$ cat config.mk
export PLATFORM = sky130hd
export DESIGN_NAME = ttac_cfg
export DESIGN_NICKNAME = d
export VERILOG_FILES = /design/src/rtl/ttac_pkg.sv /design/src/rtl/ttac_cfg.sv
export SDC_FILE = /design/constraint.sdc
export NUM_CORES = 1
export LEC_CHECK = 0
export ABC_AREA = 1
export BUFFER_PORTS_ARGS = -buffer_cell sky130_fd_sc_hd__buf_2
export CAP_MARGIN = 5
export CORE_UTILIZATION = 48
export DETAILED_ROUTE_END_ITERATION = 10
export PLACE_DENSITY = 0.7
export SYNTH_ARGS = -nofsm -noshare
export SYNTH_HDL_FRONTEND = slang
export SYNTH_SLANG_ARGS = --single-unit
$ cat constraint.sdc
create_clock -name clk -period 4.9 [get_ports clk]
set_input_delay 0.245 -clock clk [delete_from_list [all_inputs] [get_ports clk]]
set_output_delay 0.245 -clock clk [all_outputs]
set_load 0.1 [all_outputs]
$ cat src/rtl/ttac_pkg.sv
// ----------------------------------------------------------------------------
// ttac_pkg
// Shared widths, register indexes, mode codes and the configuration bundle
// for the tilted tapered aperture check.
// ----------------------------------------------------------------------------
package ttac_pkg;

  // Coordinate and trig formats
  localparam int COORD_WIDTH    = 32;  // pos_x / pos_y, signed nm
  localparam int TRIG_FRAC_BITS = 30;  // fractional bits of cos / sin
  localparam int HALF_W         = 32;  // each half of a 64-bit register
  localparam int TRIG_W         = 32;  // cos / sin field width
  localparam int Z_W            = 32;  // pos_z width

  // Configuration port
  localparam int CFG_W = 64;
  localparam int IDX_W = 3;

  // Taper fraction, unsigned Q1.16 saturated at 1.0
  localparam int FRAC_BITS = 16;
  localparam int FRAC_W    = FRAC_BITS + 1;
  localparam longint FRAC_ONE = longint'(1) << FRAC_BITS;

  // Interpolation products
  localparam int DIFF_W  = HALF_W + 1;
  localparam int LERP_W  = FRAC_W + 1 + DIFF_W;
  localparam int SHIFT_W = LERP_W - FRAC_BITS;

  // Offset-corrected point, clamped to [-2^34, 2^34 - 1]
  localparam int UV_W  = 35;
  localparam int SUM_W = ((COORD_WIDTH > SHIFT_W) ? COORD_WIDTH : SHIFT_W) + 2;

  // Rotation
  localparam int PROD_W = UV_W + TRIG_W;
  localparam int ACC_W  = PROD_W + 1;
  localparam int X1_W   = ACC_W - TRIG_FRAC_BITS;
  localparam int CMP_W  = X1_W + 2;

  // Accept to result strobe, in clock edges
  localparam int LATENCY = 8;

  typedef enum logic [IDX_W-1:0] {
    REG_MODE         = 3'd0,
    REG_ROTATION     = 3'd1,
    REG_INV_LENGTH   = 3'd2,
    REG_ENTRY_SIZE   = 3'd3,
    REG_EXIT_SIZE    = 3'd4,
    REG_ENTRY_OFFSET = 3'd5,
    REG_EXIT_OFFSET  = 3'd6
  } reg_idx_t;

  typedef enum logic [1:0] {
    MODE_TAPERED   = 2'd0,
    MODE_UNALIGNED = 2'd1,
    MODE_POS_JAW   = 2'd2,
    MODE_NEG_JAW   = 2'd3
  } mode_t;

  typedef struct packed {
    mode_t                     mode;
    logic signed [TRIG_W-1:0]  cos_v;    // cos(-tilt)
    logic signed [TRIG_W-1:0]  sin_v;    // sin(-tilt)
    logic        [HALF_W-1:0]  inv_len;  // 2^48 / length
    logic        [HALF_W-1:0]  wid0;     // entry full width
    logic        [HALF_W-1:0]  hgt0;     // entry full height
    logic signed [HALF_W-1:0]  offx0;    // entry x offset
    logic signed [HALF_W-1:0]  offy0;    // entry y offset
    logic signed [DIFF_W-1:0]  d_offx;   // entry - exit
    logic signed [DIFF_W-1:0]  d_offy;   // entry - exit
    logic signed [DIFF_W-1:0]  d_wid;    // exit - entry
    logic signed [DIFF_W-1:0]  d_hgt;    // exit - entry
  } cfg_t;

  // Clamp a wide signed sum into the UV_W range
  function automatic logic signed [UV_W-1:0] sat_uv(input logic signed [SUM_W-1:0] a);
    logic [SUM_W-UV_W:0] top;
    top = a[SUM_W-1:UV_W-1];
    if ((top == '0) || (top == '1)) begin
      sat_uv = a[UV_W-1:0];
    end else if (a[SUM_W-1]) begin
      sat_uv = {1'b1, {(UV_W-1){1'b0}}};
    end else begin
      sat_uv = {1'b0, {(UV_W-1){1'b1}}};
    end
  endfunction

endpackage

$ cat src/rtl/ttac_cfg.sv
// ----------------------------------------------------------------------------
// ttac_cfg
// Configuration register file; also keeps the entry/exit differences
// registered so the taper multipliers see them directly.
// ----------------------------------------------------------------------------
module ttac_cfg import ttac_pkg::*; (
  input  logic             clk,
  input  logic             rst,
  input  logic             wr_en,
  input  logic [IDX_W-1:0] wr_index,
  input  logic [CFG_W-1:0] wr_data,
  output cfg_t             cfg
);

  mode_t            mode;
  logic [CFG_W-1:0] rotation;
  logic [HALF_W-1:0] inv_len;
  logic [CFG_W-1:0] entry_size;
  logic [CFG_W-1:0] exit_size;
  logic [CFG_W-1:0] entry_offset;
  logic [CFG_W-1:0] exit_offset;

  logic signed [DIFF_W-1:0] d_offx, d_offy, d_wid, d_hgt;

  always_ff @(posedge clk) begin
    if (rst) begin
      mode         <= MODE_UNALIGNED;
      rotation     <= CFG_W'(longint'(1) << TRIG_FRAC_BITS);
      inv_len      <= '0;
      entry_size   <= '0;
      exit_size    <= '0;
      entry_offset <= '0;
      exit_offset  <= '0;
    end else if (wr_en) begin
      unique case (reg_idx_t'(wr_index))
        REG_MODE:         mode         <= mode_t'(wr_data[1:0]);
        REG_ROTATION:     rotation     <= wr_data;
        REG_INV_LENGTH:   inv_len      <= wr_data[HALF_W-1:0];
        REG_ENTRY_SIZE:   entry_size   <= wr_data;
        REG_EXIT_SIZE:    exit_size    <= wr_data;
        REG_ENTRY_OFFSET: entry_offset <= wr_data;
        REG_EXIT_OFFSET:  exit_offset  <= wr_data;
        default: ;
      endcase
    end
  end

  // Diffs registered; user ensures config only changes when idle, unchecked
  always_ff @(posedge clk) begin
    if (rst) begin
      d_offx <= '0;
      d_offy <= '0;
      d_wid  <= '0;
      d_hgt  <= '0;
    end else begin
      d_offx <= DIFF_W'($signed(entry_offset[HALF_W-1:0]))
              - DIFF_W'($signed(exit_offset[HALF_W-1:0]));
      d_offy <= DIFF_W'($signed(entry_offset[CFG_W-1:HALF_W]))
              - DIFF_W'($signed(exit_offset[CFG_W-1:HALF_W]));
      d_wid  <= $signed({1'b0, exit_size[HALF_W-1:0]})
              - $signed({1'b0, entry_size[HALF_W-1:0]});
      d_hgt  <= $signed({1'b0, exit_size[CFG_W-1:HALF_W]})
              - $signed({1'b0, entry_size[CFG_W-1:HALF_W]});
    end
  end

  always_comb begin
    cfg.mode    = mode;
    cfg.cos_v   = $signed(rotation[TRIG_W-1:0]);
    cfg.sin_v   = $signed(rotation[CFG_W-1:HALF_W]);
    cfg.inv_len = inv_len;
    cfg.wid0    = entry_size[HALF_W-1:0];
    cfg.hgt0    = entry_size[CFG_W-1:HALF_W];
    cfg.offx0   = $signed(entry_offset[HALF_W-1:0]);
    cfg.offy0   = $signed(entry_offset[CFG_W-1:HALF_W]);
    cfg.d_offx  = d_offx;
    cfg.d_offy  = d_offy;
    cfg.d_wid   = d_wid;
    cfg.d_hgt   = d_hgt;
  end

endmodule

# == Word level (Yosys, flattened, before mapping) ==
# Cells that the tools add are included.
# op_classes
n_addsub,4
n_eq_ne,6
reduce_logical,8
# ops
op,count
$sub 32x32->33,4
$reduce_and 2->1,7
$eq 3x3->1 const B,3
$eq 3x2->1 const B,2
$eq 3x1->1 const B,1
$logic_not 3->1,1
# word_totals
regBits,486
in_bits,70
word_cells,29

# == Depth between registers and ports, before layout ==
# Gate-level depths: netlist of the first run.
# depth
ltp_word,2
depth_mapped,14

# == Least setup slack after synthesis of the first run ==
# No wires, ideal clock.
# synth_path
kind,flip-flop to flip-flop
startpoint,register entry_offset[0]
endpoint,register d_offx[32]
setup_ns,0.115
arrival_ns,2.435
required_ns,4.785
slack_ns,2.350
path_stages_with_launch,14
path_buffers,0
cell_sequence,dfxtp_1 > inv_1 > ha_1 > fa_1 > inv_1 > nand2_1 > nand2_1 > nand3_1 > nand2_2 > nand2_1 > nand2_1 > nand2_1 > a21oi_1 > nor2_1
# synth_between
elab_chain_len,1
# synth_lines
element,line_no,source
from (decl),ttac_cfg.sv:20,logic [CFG_W-1:0] entry_offset;
from (signal assigned),ttac_cfg.sv:41,REG_ENTRY_OFFSET: entry_offset <= wr_data;
$sub 32x32->33,ttac_cfg.sv:57,- DIFF_W'($signed(exit_offset[HALF_W-1:0]));
to (signal assigned),ttac_cfg.sv:56,d_offx <= DIFF_W'($signed(entry_offset[HALF_W-1:0]))
to (decl),ttac_cfg.sv:23,"logic signed [DIFF_W-1:0] d_offx, d_offy, d_wid, d_hgt;"
# Every way passes these cells.
# A chain may end at the register's enable or synchronous reset.

# == Worst setup path after layout of the first run ==
# layout_path
startpoint,register entry_offset[32]
endpoint,register d_offy[20]
# layout_between
elab_chain_len,1
# layout_lines
element,line_no,source
$sub 32x32->33,ttac_cfg.sv:59,- DIFF_W'($signed(exit_offset[CFG_W-1:HALF_W]));
to (signal assigned),ttac_cfg.sv:58,d_offy <= DIFF_W'($signed(entry_offset[CFG_W-1:HALF_W]))
to (decl),ttac_cfg.sv:23,
# Every way passes these cells.

==> metrics.csv, run 1 <==
stage,metric,value,unit
worst_hold_path,Worst Hold End,rotation[29],
pwr,Peak VDD IR,0.2866,mV
drt,antenna-violating nets left,0,
timing,Clock Skews,11.67,ps
yosys,top-count cell post-synth,nand2_1,
placement,HPWL Detailed,63.71,mm
pwr,Power Density,434.9,nW/um2
clock_tree,latest clock arrival within the worst-skew pair,600,ps
clock_tree,CTS H-tree depth,2,
timing,Final Setup Violations,0,
placement,# port buffers,427,
placement,Placer Congestion,0.9744,
worst_setup_path,CP peak stage delay,490,ps
placement,dpl ws,2474,ps
yosys,Post-synth EDFFs,0,
yosys,cells after synthesis,3916,
worst_setup_path,Setup crit start kind,flip-flop,
yosys,Synth Area in Simple Gates,29.25,%
global_routing,first-pass GRT wire length,128.4,mm
worst_setup_path,Worst R2R End,d_offy[20],
yosys,Mean Syn Cell Area,6.526,um2
clock_tree,CTS resizes,0,
job,max cap viols,0,
drt,Residual DRC,0,
pwr,Comb power frac,34.7,%
worst_setup_path,CP cell instances,inv_1 -> ha_1 -> fa_1 -> inv_1 -> nand2_1 -> nand2_1 -> nand4_1 -> nand3_1 -> nand2_1 -> nand2_1 -> nand2_1 -> nand2_1 -> nor2_1,
global_routing,GRT Overall Usage,30.69,%
pwr,Sw Pwr,0.005437,W
drt,WL met3,5.805,mm
layout,Layout area overhead,18.44,%
drt,WL met2,39.96,mm
pwr,internal power,0.007727,W
die,I/O Pins,428,
yosys,"Distinct cells, synth",34,
timing,Fin Hold WS,32.92,ps
worst_setup_path,crit-path most repeated cell,nand2_1,
yosys,Synth Area in Compound Gates,14.48,%
worst_hold_path,WHS Path Cells,3,
clock_tree,CTS buffer count,51,
yosys,post-synthesis adder-cell area fraction,6.580,%
drt,drt first-iter violations,1732,
yosys,Synth Area in XOR/XNOR,0.03427,%
yosys,"Primary FF master, synth",dfxtp_1,
drt,Routed WL,84.70,mm
timing,normalized max-slew margin,32.36,%
worst_setup_path,RR Startpoint,entry_offset[32],
yosys,post-synth top area cell,dfxtp_1,
pwr,switching share of power,41.30,%
die,Core Rows,84,
clock_tree,CTS Buffer Depth,3,
worst_hold_path,Worst Hold Launch,wr_data[29],
run_status,status,completed,
worst_setup_path,"Req. time, crit path",5390,ps
global_routing,pin count of the biggest net entering global routing,171,
pwr,total power,0.01316,W
yosys,Yosys warnings,0,
die,Initial Utilization,48.63,%
yosys,post-synth net total,4118,
worst_setup_path,Max Fanout on Critical Path,4,
worst_setup_path,critical path type,reg2reg,
pwr,Flop pwr share,33.3,%
drt,DR vias/cell,4.970,
die,Die Wd,232.7,um
layout,area of the multi-input gates,12880,um2
clock_tree,clk sink count,486,
drt,drt first pass iters,6,
drt,DRT met1 WL,34.53,mm
global_routing,initial antenna violation count,5,
timing,Final period util,46.50,%
yosys,Yosys top cell area share,38.07,%
yosys,synthesized area,25560,um2
worst_setup_path,Critical-path top delay cell,dfxtp_1,
die,area of the core,52550,um2
timing,Achievable Freq,438.9,MHz
yosys,Commonest cells post-synth,"nand2_1 (856), nor2_1 (673), inv_1 (609), dfxtp_1 (486), o21ai_0 (400)",
yosys,largest cells by area after synthesis,"dfxtp_1 (38%), nand2_1 (13%), nor2_1 (9.9%)",
timing,setup TNS,0,ps
yosys,Synth Register Bits,486,
clock_tree,"Clk pin slew, worst setup/hold paths",60,ps
timing,final setup margin,2622,ps
die,Die Y,232.7,um
worst_setup_path,Crit. End Element,flip-flop,
drt,DR top layer,met5,
layout,FF/Latch Area,9729,um2
drt,WL/cell,16.78,um
timing,Worst-Margin Slew,1013,ps
timing,Final Hold Violating Endpoints,0,
die,Die Footprint,54170,um2
timing,fin. max-slew vios,0,
global_routing,vias in the first global route,23590,
worst_setup_path,FF-to-FF path depth,13,
worst_hold_path,Hold Path Class,in2reg,
worst_setup_path,WP data arrival,2770,ps
pwr,clock power share,32.0,%
clock_tree,CTS Root Cell,clkbuf_16,
drt,Vias,25080,
global_routing,grt total ovfl,0,
layout,fillcell total,5251,
layout,Nets,4520,
timing,RSZ-0062 raised after global routing,no,
worst_setup_path,worst path bufs/invs,2,
yosys,ys async rst share,0,%
clock_tree,CTS tree,built,
yosys,multiplexer area fraction after synthesis,0,%
layout,fraction of layout cells with a size suffix above 1,14.78,%
yosys,sequential fraction of the synthesis area,38.07,%
worst_setup_path,CP top delay family,simple AND/OR/NAND/NOR gates,
worst_setup_path,flop2flop setup slack,2620,ps
pwr,Leak Pwr,16.42,nW
timing,post-route minimum period,2278,ps
yosys,largest family of logic cells by synthesized area,simple AND/OR/NAND/NOR gates,
[worst max path at each step]
| stage | cells past startpoint | end | slack, ps | from |
|---|---|---|---|---|
| 5_1_grt | 12 | d_offy[28] | 2480 | entry_offset[32] |
| 4_1_cts | 12 | d_offy[28] | 2640 | entry_offset[32] |
| 3_3_place_gp | 5 | exit_offset[52] | 2510 | rst |
| 6_report | 13 | d_offy[20] | 2620 | entry_offset[32] |
| 2_1_floorplan | 13 | d_offx[32] | 2350 | entry_offset[0] |
| 3_5_place_dp | 5 | exit_offset[61] | 2470 | rst |
[flip-flops by register name (all words and copies together), names as in the netlist]
register / flops
entry_size: 64
entry_offset: 64
d_offy: 33
exit_size: 64
d_hgt: 33
d_offx: 33
mode: 2
inv_len: 32
rotation: 64
d_wid: 33
exit_offset: 64
[kinds of logic after synthesis]
group / Yosys count
XOR/XNOR: 1
AND/OR/NAND/NOR: 1818
adder cells (fa/ha/maj): 132
flip-flops: 486
buffers and inverters: 754
AO/OA/AOI/OAI: 725
[power by group through the flow]
stage	clock network [W]	logic (W)	registers [W]
4_1_cts	0.00428	0.00456	0.00438
3_5_place_dp	0	0.00453	0.00447
5_1_grt	0.00443	0.00492	0.00441
2_1_floorplan	0	0.00167	0.00641
6_report	0.00421	0.00457	0.00438
3_3_place_gp	0	0.00452	0.00447
[metrics by stage]
stage	utilization, %	cells	instance area [um2]
after detailed placement	53.43	4917	28080
after global placement	53.43	4917	28080
final	57.60	5047	30270
after floorplan	-	3916	25560
after CTS	57.60	5046	30270
after global routing	57.60	5047	30270
[layout make-up]
class	count	share of cell area [%]
sequential	486	32.14
clock buffer	71	4.936
antenna	1	0.008267
inverter	629	7.837
multi-input combinational	2676	42.56
clock inverter	22	1.104
tap	688	2.844
timing repair buffer	474	8.565
[timing repair]
| item | 4_1_cts | 5_1_grt |
|---|---|---|
| hold buffers | 36 | 0 |
| hold endpoints to repair | 95 | 0 |
| buffers inserted | 0 | 0 |
[worst register-to-register path, delay by kind of cell, from the launching register on]
kind / cells / cell delay, ps
fa+ha+maj: 2 / 640
buf+inv: 2 / 220
flops: 1 / 490
simple gates: 9 / 800
[per-layer routing]
| layer | global-route usage (%) | vias to the layer above |
|---|---|---|
| met2 | 52.82 | 847 |
| met1 | 36.49 | 11050 |
| met5 | 0 | - |
| li1 | - | 12990 |
| met4 | 16.20 | 2 |
| met3 | 5.025 | 196 |
[placed cells by master (no fill, tap or decap), types with 10 or more instances in the layout]
| master | netlist | layout |
|---|---|---|
| nand2_2 | 46 | 46 |
| o21ai_0 | 400 | 400 |
| dlygate4sd3_1 | 0 | 36 |
| nor2_1 | 673 | 673 |
| inv_1 | 609 | 609 |
| nand3_1 | 105 | 104 |
| nor3_2 | 11 | 11 |
| buf_4 | 10 | 10 |
| nand2_1 | 856 | 856 |
| clkbuf_8 | 0 | 10 |
| o21bai_1 | 11 | 11 |
| and2_1 | 38 | 38 |
| nor3_1 | 19 | 19 |
| ha_1 | 128 | 128 |
| buf_2 | 18 | 427 |
| nor2_2 | 30 | 29 |
| clkbuf_16 | 0 | 53 |
| inv_2 | 18 | 16 |
| nand4_1 | 23 | 23 |
| a21oi_1 | 300 | 300 |
| dfxtp_1 | 486 | 486 |
Note: power is estimated with default switching activity, not from simulation.
==> run 2: changes to the inputs <==
- PLACE_DENSITY: 0.7 -> 0.72
- clock period: 4.9 -> 2 ns (I/O delays scaled with it)
==> metrics.csv, run 2 (same netlist as run 1, synthesis figures left out) <==
stage,metric,value,unit,change
run_status,status,completed,,
clock_tree,CTS Buffer Depth,3,,unchanged
global_routing,first-pass GRT wire length,130.4,mm,+1.6%
layout,area of the multi-input gates,13090,um2,+1.6%
worst_setup_path,crit path from,entry_size[27],,
timing,Clock Skews,16.06,ps,+4.390 ps
die,area of the core,52550,um2,unchanged
timing,Final Setup Violations,0,,unchanged
timing,final setup margin,93.04,ps,-2529 ps
clock_tree,"Clk pin slew, worst setup/hold paths",60,ps,about the same
global_routing,pin count of the biggest net entering global routing,129,,-25%
die,Core Rows,84,,unchanged
layout,Layout area overhead,22.00,%,
clock_tree,CTS tree,built,,
die,Initial Utilization,48.63,%,unchanged
die,Die Y,232.7,um,unchanged
pwr,total power,0.03207,W,+140%
layout,most frequent cells in the layout,"nand2_1 (850), nor2_1 (667), inv_1 (605)",,
pwr,Comb power frac,35.6,%,+0.9 points
clock_tree,CTS H-tree depth,2,,unchanged
global_routing,initial antenna violation count,5,,unchanged
pwr,Power Density,1029,nW/um2,+140%
worst_setup_path,CP cell instances,inv_1 -> ha_1 -> a21oi_1 -> inv_1 -> nor2_1 -> nand2_1 -> a21oi_1 -> nand3_1 -> nand2_1 -> nor2_1,,
pwr,switching share of power,42.07,%,+0.77 points
global_routing,vias in the first global route,23570,,-0.10%
worst_hold_path,Worst Hold Launch,wr_index[2],,
pwr,clock power share,30.8,%,-1.2 points
timing,setup TNS,0,ps,unchanged
timing,Achievable Freq,524.4,MHz,+19%
drt,WL/cell,17.04,um,+1.6%
layout,fraction of layout cells with a size suffix above 1,19.42,%,+4.6 points
worst_setup_path,Crit. End Element,flip-flop,,
die,Die Footprint,54170,um2,unchanged
worst_setup_path,RR Startpoint,entry_size[27],,
worst_setup_path,WP data arrival,2410,ps,-360 ps
placement,Placer Congestion,0.9984,,+2.5%
die,Die Wd,232.7,um,unchanged
placement,# port buffers,427,,unchanged
drt,drt first pass iters,5,,-1
pwr,Leak Pwr,16.78,nW,+2.2%
layout,FF/Latch Area,9898,um2,+1.7%
worst_setup_path,"Req. time, crit path",2500,ps,-2890 ps
layout,"most common cell after layout, fill and taps aside",nand2_1,,
clock_tree,clk sink count,486,,unchanged
placement,dpl cell area,28570,um2,+1.8%
timing,Final period util,95.35,%,+49 points
drt,drt first-iter violations,1571,,-9.3%
drt,Residual DRC,0,,unchanged
drt,antenna-violating nets left,0,,unchanged
global_routing,grt total ovfl,0,,unchanged
layout,fillcell total,5030,,-4.2%
worst_setup_path,Critical-path top delay cell,ha_1,,
timing,Final Hold Violating Endpoints,0,,unchanged
die,I/O Pins,428,,unchanged
clock_tree,CTS Root Cell,clkbuf_16,,
worst_setup_path,critical path type,reg2reg,,
worst_setup_path,CP top delay family,compound AO/OA/AOI/OAI gates,,
worst_setup_path,Setup crit start kind,flip-flop,,
drt,Routed WL,87.06,mm,+2.8%
clock_tree,CTS buffer count,50,,-2.0%
layout,Nets,4578,,+1.3%
timing,fin. max-slew vios,0,,unchanged
layout,final core occ,59.33,%,+1.7 points
timing,post-route minimum period,1907,ps,-371.3 ps
placement,HPWL Detailed,65.29,mm,+2.5%
worst_setup_path,CP peak stage delay,370,ps,-120 ps
drt,DR vias/cell,5.037,,+1.4%
placement,dpl ws,21.86,ps,-2453 ps
pwr,Sw Pwr,0.01349,W,+150%
clock_tree,latest clock arrival within the worst-skew pair,610,ps,about the same
worst_setup_path,Max Fanout on Critical Path,4,,unchanged
pwr,Peak VDD IR,0.8652,mV,+200%
timing,normalized max-slew margin,40.93,%,+8.6 points
drt,Vias,25730,,+2.6%
worst_hold_path,Hold Path Class,in2reg,,
layout,fin area,31180,um2,+3.0%
timing,Worst-Margin Slew,884.8,ps,-128.7 ps
pwr,internal power,0.01858,W,+140%
pwr,Flop pwr share,33.6,%,+0.3 points
worst_setup_path,worst path bufs/invs,2,,unchanged
job,max cap viols,0,,unchanged
global_routing,GRT Overall Usage,31.17,%,+0.48 points
## run 2: layout make-up
| type | count | share of cell area (%) |
|---|---|---|
| Timing Repair Buffer | 533 | 10.33 |
| Multi-Input combinational cell | 2676 | 41.99 |
| Antenna cell | 3 | 0.02408 |
| Clock inverter | 23 | 0.7585 |
| Clock buffer | 70 | 4.779 |
| Tap cell | 688 | 2.761 |
| Sequential cell | 486 | 31.75 |
| Inverter | 629 | 7.609 |
## run 2: path summary, 6_finish.rpt
| path | depth (start not counted) | endpoint | slack (ps) |
|---|---|---|---|
| worst max-delay path | 10 | d_wid[28] | 90 |
| worst min-delay path | 5 | exit_offset[32] | 40 |
| worst max register to register | 10 | d_wid[28] | 90 |
| worst min register to register | 2 | exit_offset[20] | 450 |
## run 2: per-stage QoR
stage                     std cells  hold slack [ps]
after floorplan                3916            226.3
after global placement         4945            405.2
after detailed placement       4945            412.9
after CTS                      5103            22.71
after global routing           5107            75.18
final                          5108            43.47
## run 2: per-layer routing
metal	track usage (%)	part of all wire (%)
met2	55.09	48
met1	36.45	40
met3	6.103	7.1
met4	13.24	4.0
met5	0	0.043
## run 2: power by group through the flow
stage	combinational (W)	clock [W]	sequential, W
final	0.0114	0.00988	0.0108
after global routing	0.0122	0.0104	0.0108
after CTS	0.0113	0.0100	0.0108
after detailed placement	0.0111	0	0.0110
after global placement	0.0111	0	0.0110
after floorplan	0.00410	0	0.0157
## run 2: what timing repair did
action	4_1_cts	5_1_grt
setup endpoints to repair	0	43
gates resized for setup	0	59
hold endpoints to repair	355	0
hold buffers	65	0
setup buffers	0	2
## run 2: worst register-to-register path: stages, from the launching register on
cell and delay (ps):
dfxtp_2 330, inv_1 50, ha_1 370, a21oi_1 310
inv_1 90, nor2_1 130, nand2_1 80, a21oi_1 220
nand3_1 110, nand2_1 70, nor2_1 40
==> run 3: changes to the inputs <==
- PLACE_DENSITY: 0.72 -> 0.7
- clock period: 2 -> 1.9 ns (I/O delays scaled with it)
==> metrics.csv, run 3 (same netlist as run 1, synthesis figures left out) <==
stage,metric,value,unit,change
run_status,status,completed,,
drt,antenna-violating nets left,0,,unchanged
placement,HPWL Detailed,67.54,mm,+3.5%
die,Die Footprint,54170,um2,unchanged
timing,Final period util,97.10,%,+1.7 points
global_routing,GRT Overall Usage,32.16,%,+0.99 points
layout,fraction of layout cells with a size suffix above 1,24.68,%,+5.3 points
worst_setup_path,Worst R2R End,d_offx[20],,
layout,antenna fix cells,0,,-3
worst_hold_path,WHS Path Cells,4,,-1
worst_setup_path,flop2flop setup slack,60,ps,-40 ps
drt,drt first pass iters,6,,+1
layout,Nets,4651,,+1.6%
placement,dpl ws,-22.39,ps,-44.24 ps
layout,Layout area overhead,30.02,%,
timing,Worst-Margin Slew,824.8,ps,-59.97 ps
drt,Routed WL,90.56,mm,+4.0%
worst_hold_path,Worst Hold Launch,wr_data[57],,
layout,area of the multi-input gates,14230,um2,+8.7%
placement,# port buffers,427,,unchanged
worst_setup_path,CP peak stage delay,410,ps,+40 ps
pwr,Leak Pwr,17.32,nW,+3.2%
die,Die Wd,232.7,um,unchanged
timing,Clock Skews,30.38,ps,+14.32 ps
global_routing,vias in the first global route,24210,,+2.7%
timing,setup TNS,0,ps,unchanged
timing,fin. max-slew vios,0,,unchanged
clock_tree,"Clk pin slew, worst setup/hold paths",70,ps,about the same
worst_setup_path,Max Fanout on Critical Path,4,,unchanged
timing,final setup margin,55.14,ps,-37.90 ps
die,Die Y,232.7,um,unchanged
worst_setup_path,CP cell instances,inv_2 -> ha_4 -> fa_2 -> inv_2 -> nand2_2 -> nand2_2 -> nand4_1 -> nand3_2 -> nand2_1 -> nand2_1 -> nand2_1 -> nand2_1 -> nor2_1,,
clock_tree,CTS H-tree depth,2,,unchanged
clock_tree,CTS buffer count,53,,+6.0%
timing,Fin Hold WS,335.3,ps,+291.9 ps
worst_setup_path,Crit. End Element,flip-flop,,
global_routing,initial antenna violation count,2,,-3
worst_setup_path,Critical-path top delay cell,fa_2,,
worst_hold_path,Hold Path Class,in2reg,,
layout,FF/Latch Area,10040,um2,+1.4%
layout,most frequent cells in the layout,"nand2_1 (814), nor2_1 (643), inv_1 (600)",,
global_routing,first-pass GRT wire length,134.8,mm,+3.4%
die,Core Rows,84,,unchanged
die,I/O Pins,428,,unchanged
worst_setup_path,"Req. time, crit path",2430,ps,-70 ps
timing,post-route minimum period,1845,ps,-62.10 ps
layout,final core occ,63.23,%,+3.9 points
layout,"most common cell after layout, fill and taps aside",nand2_1,,
worst_setup_path,CP top delay family,simple AND/OR/NAND/NOR gates,,
clock_tree,CTS tree,built,,
worst_setup_path,critical path type,reg2reg,,
pwr,Power Density,1065,nW/um2,+3.5%
worst_setup_path,RR Startpoint,entry_offset[0],,
drt,WL/cell,17.48,um,+2.6%
timing,Achievable Freq,542.0,MHz,+3.4%
clock_tree,CTS Buffer Depth,3,,unchanged
clock_tree,CTS Root Cell,clkbuf_16,,
worst_setup_path,FF-to-FF path depth,13,,+3
die,Initial Utilization,48.63,%,unchanged
drt,Residual DRC,0,,unchanged
layout,fillcell total,4824,,-4.1%
timing,Final Setup Violations,0,,unchanged
timing,Final Hold Violating Endpoints,0,,unchanged
timing,RSZ-0062 raised after global routing,yes,,
worst_setup_path,worst path bufs/invs,2,,unchanged
global_routing,pin count of the biggest net entering global routing,65,,-50%
global_routing,grt total ovfl,0,,unchanged
clock_tree,clk sink count,486,,unchanged
clock_tree,latest clock arrival within the worst-skew pair,630,ps,+20 ps
worst_setup_path,crit-path most repeated cell,nand2_1,,
die,area of the core,52550,um2,unchanged
timing,normalized max-slew margin,45.01,%,+4.1 points
worst_hold_path,Worst Hold End,entry_offset[57],,
drt,DR vias/cell,5.107,,+1.4%
worst_setup_path,WP data arrival,2370,ps,-40 ps
drt,Vias,26460,,+2.8%
placement,Placer Congestion,1.036,,+3.7%
worst_setup_path,Setup crit start kind,flip-flop,,
job,max cap viols,0,,unchanged
pwr,Peak VDD IR,0.9387,mV,+8.5%
drt,drt first-iter violations,2271,,+45%
[run 3: changes by cell type in the layout (fill, tap and decap cells not counted), sizes merged]
cell / before / now
bufinv: 4 / 5
buf: 468 / 534
clkinvlp: 4 / 1
dlygate4sd3: 65 / 69
diode: 3 / 0
clkinv: 15 / 17
clkbuf: 70 / 77
inv: 629 / 628
[run 3: how the worst max path moves through the flow]
stage | startpoint | to | slack [ps] | cells after the start
finish | entry_offset[0] | d_offx[20] | 60 | 13
global route | entry_offset[0] | d_offx[30] | -70 | 11
CTS | entry_offset[0] | d_offx[32] | 3 | 13
detailed placement | entry_size[35] | d_hgt[17] | -20 | 12
global placement | entry_size[40] | d_hgt[19] | -2 | 12
floorplan | entry_offset[31] | d_offx[32] | -170 | 8
[run 3: per-layer routing]
metal  vias to the layer above  part of all wire, %  routed length [um]  GRT usage, %
li1                      13280                    -                   -             -
met1                     12140                   44               40190         43.48
met2                       891                   45               40530         50.76
met3                       151                  7.5                6793         6.164
met4                         0                  3.4                3042         11.52
met5                         -                    0                   0             0
[run 3: worst reg2reg max path, cell delays in order, from the launching register on]
cell and delay (ps):
dfxtp_4 340, inv_2 40, ha_4 170, fa_2 410
inv_2 90, nand2_2 60, nand2_2 70, nand4_1 100
nand3_2 130, nand2_1 70, nand2_1 70, nand2_1 60
nand2_1 80, nor2_1 50
[run 3: timing repair]
item | in CTS | in global routing
hold endpoints to repair | 363 | 0
pin swaps | 0 | 21
setup endpoints to repair | 10 | 82
gates resized for setup | 10 | 268
hold buffers | 69 | 0
gates cloned | 0 | 0
setup buffers | 0 | 11
[run 3: per-stage QoR]
stage	std cells	total power [W]	cell area (um2)
4_1_cts	5170	0.03483	31860
5_1_grt	5181	0.03690	33230
3_3_place_gp	5002	0.02346	29190
3_5_place_dp	5002	0.02349	29190
6_report	5181	0.03539	33230
2_1_floorplan	3916	0.02082	25890
[run 3: area by class of cell]
class                   instances  area share [%]
inverters                     629           7.147
well taps                     688           2.591
repair buffers                603           11.38
flip-flops and latches        486           30.22
clock inverters                22          0.8849
clock buffers                  77           4.940
multi-input cells            2676           42.84
[run 3: where the power goes]
part           internal (W)  switching, W
Clock               0.00671       0.00453
Combinational       0.00298       0.00986
Sequential           0.0109      0.000364
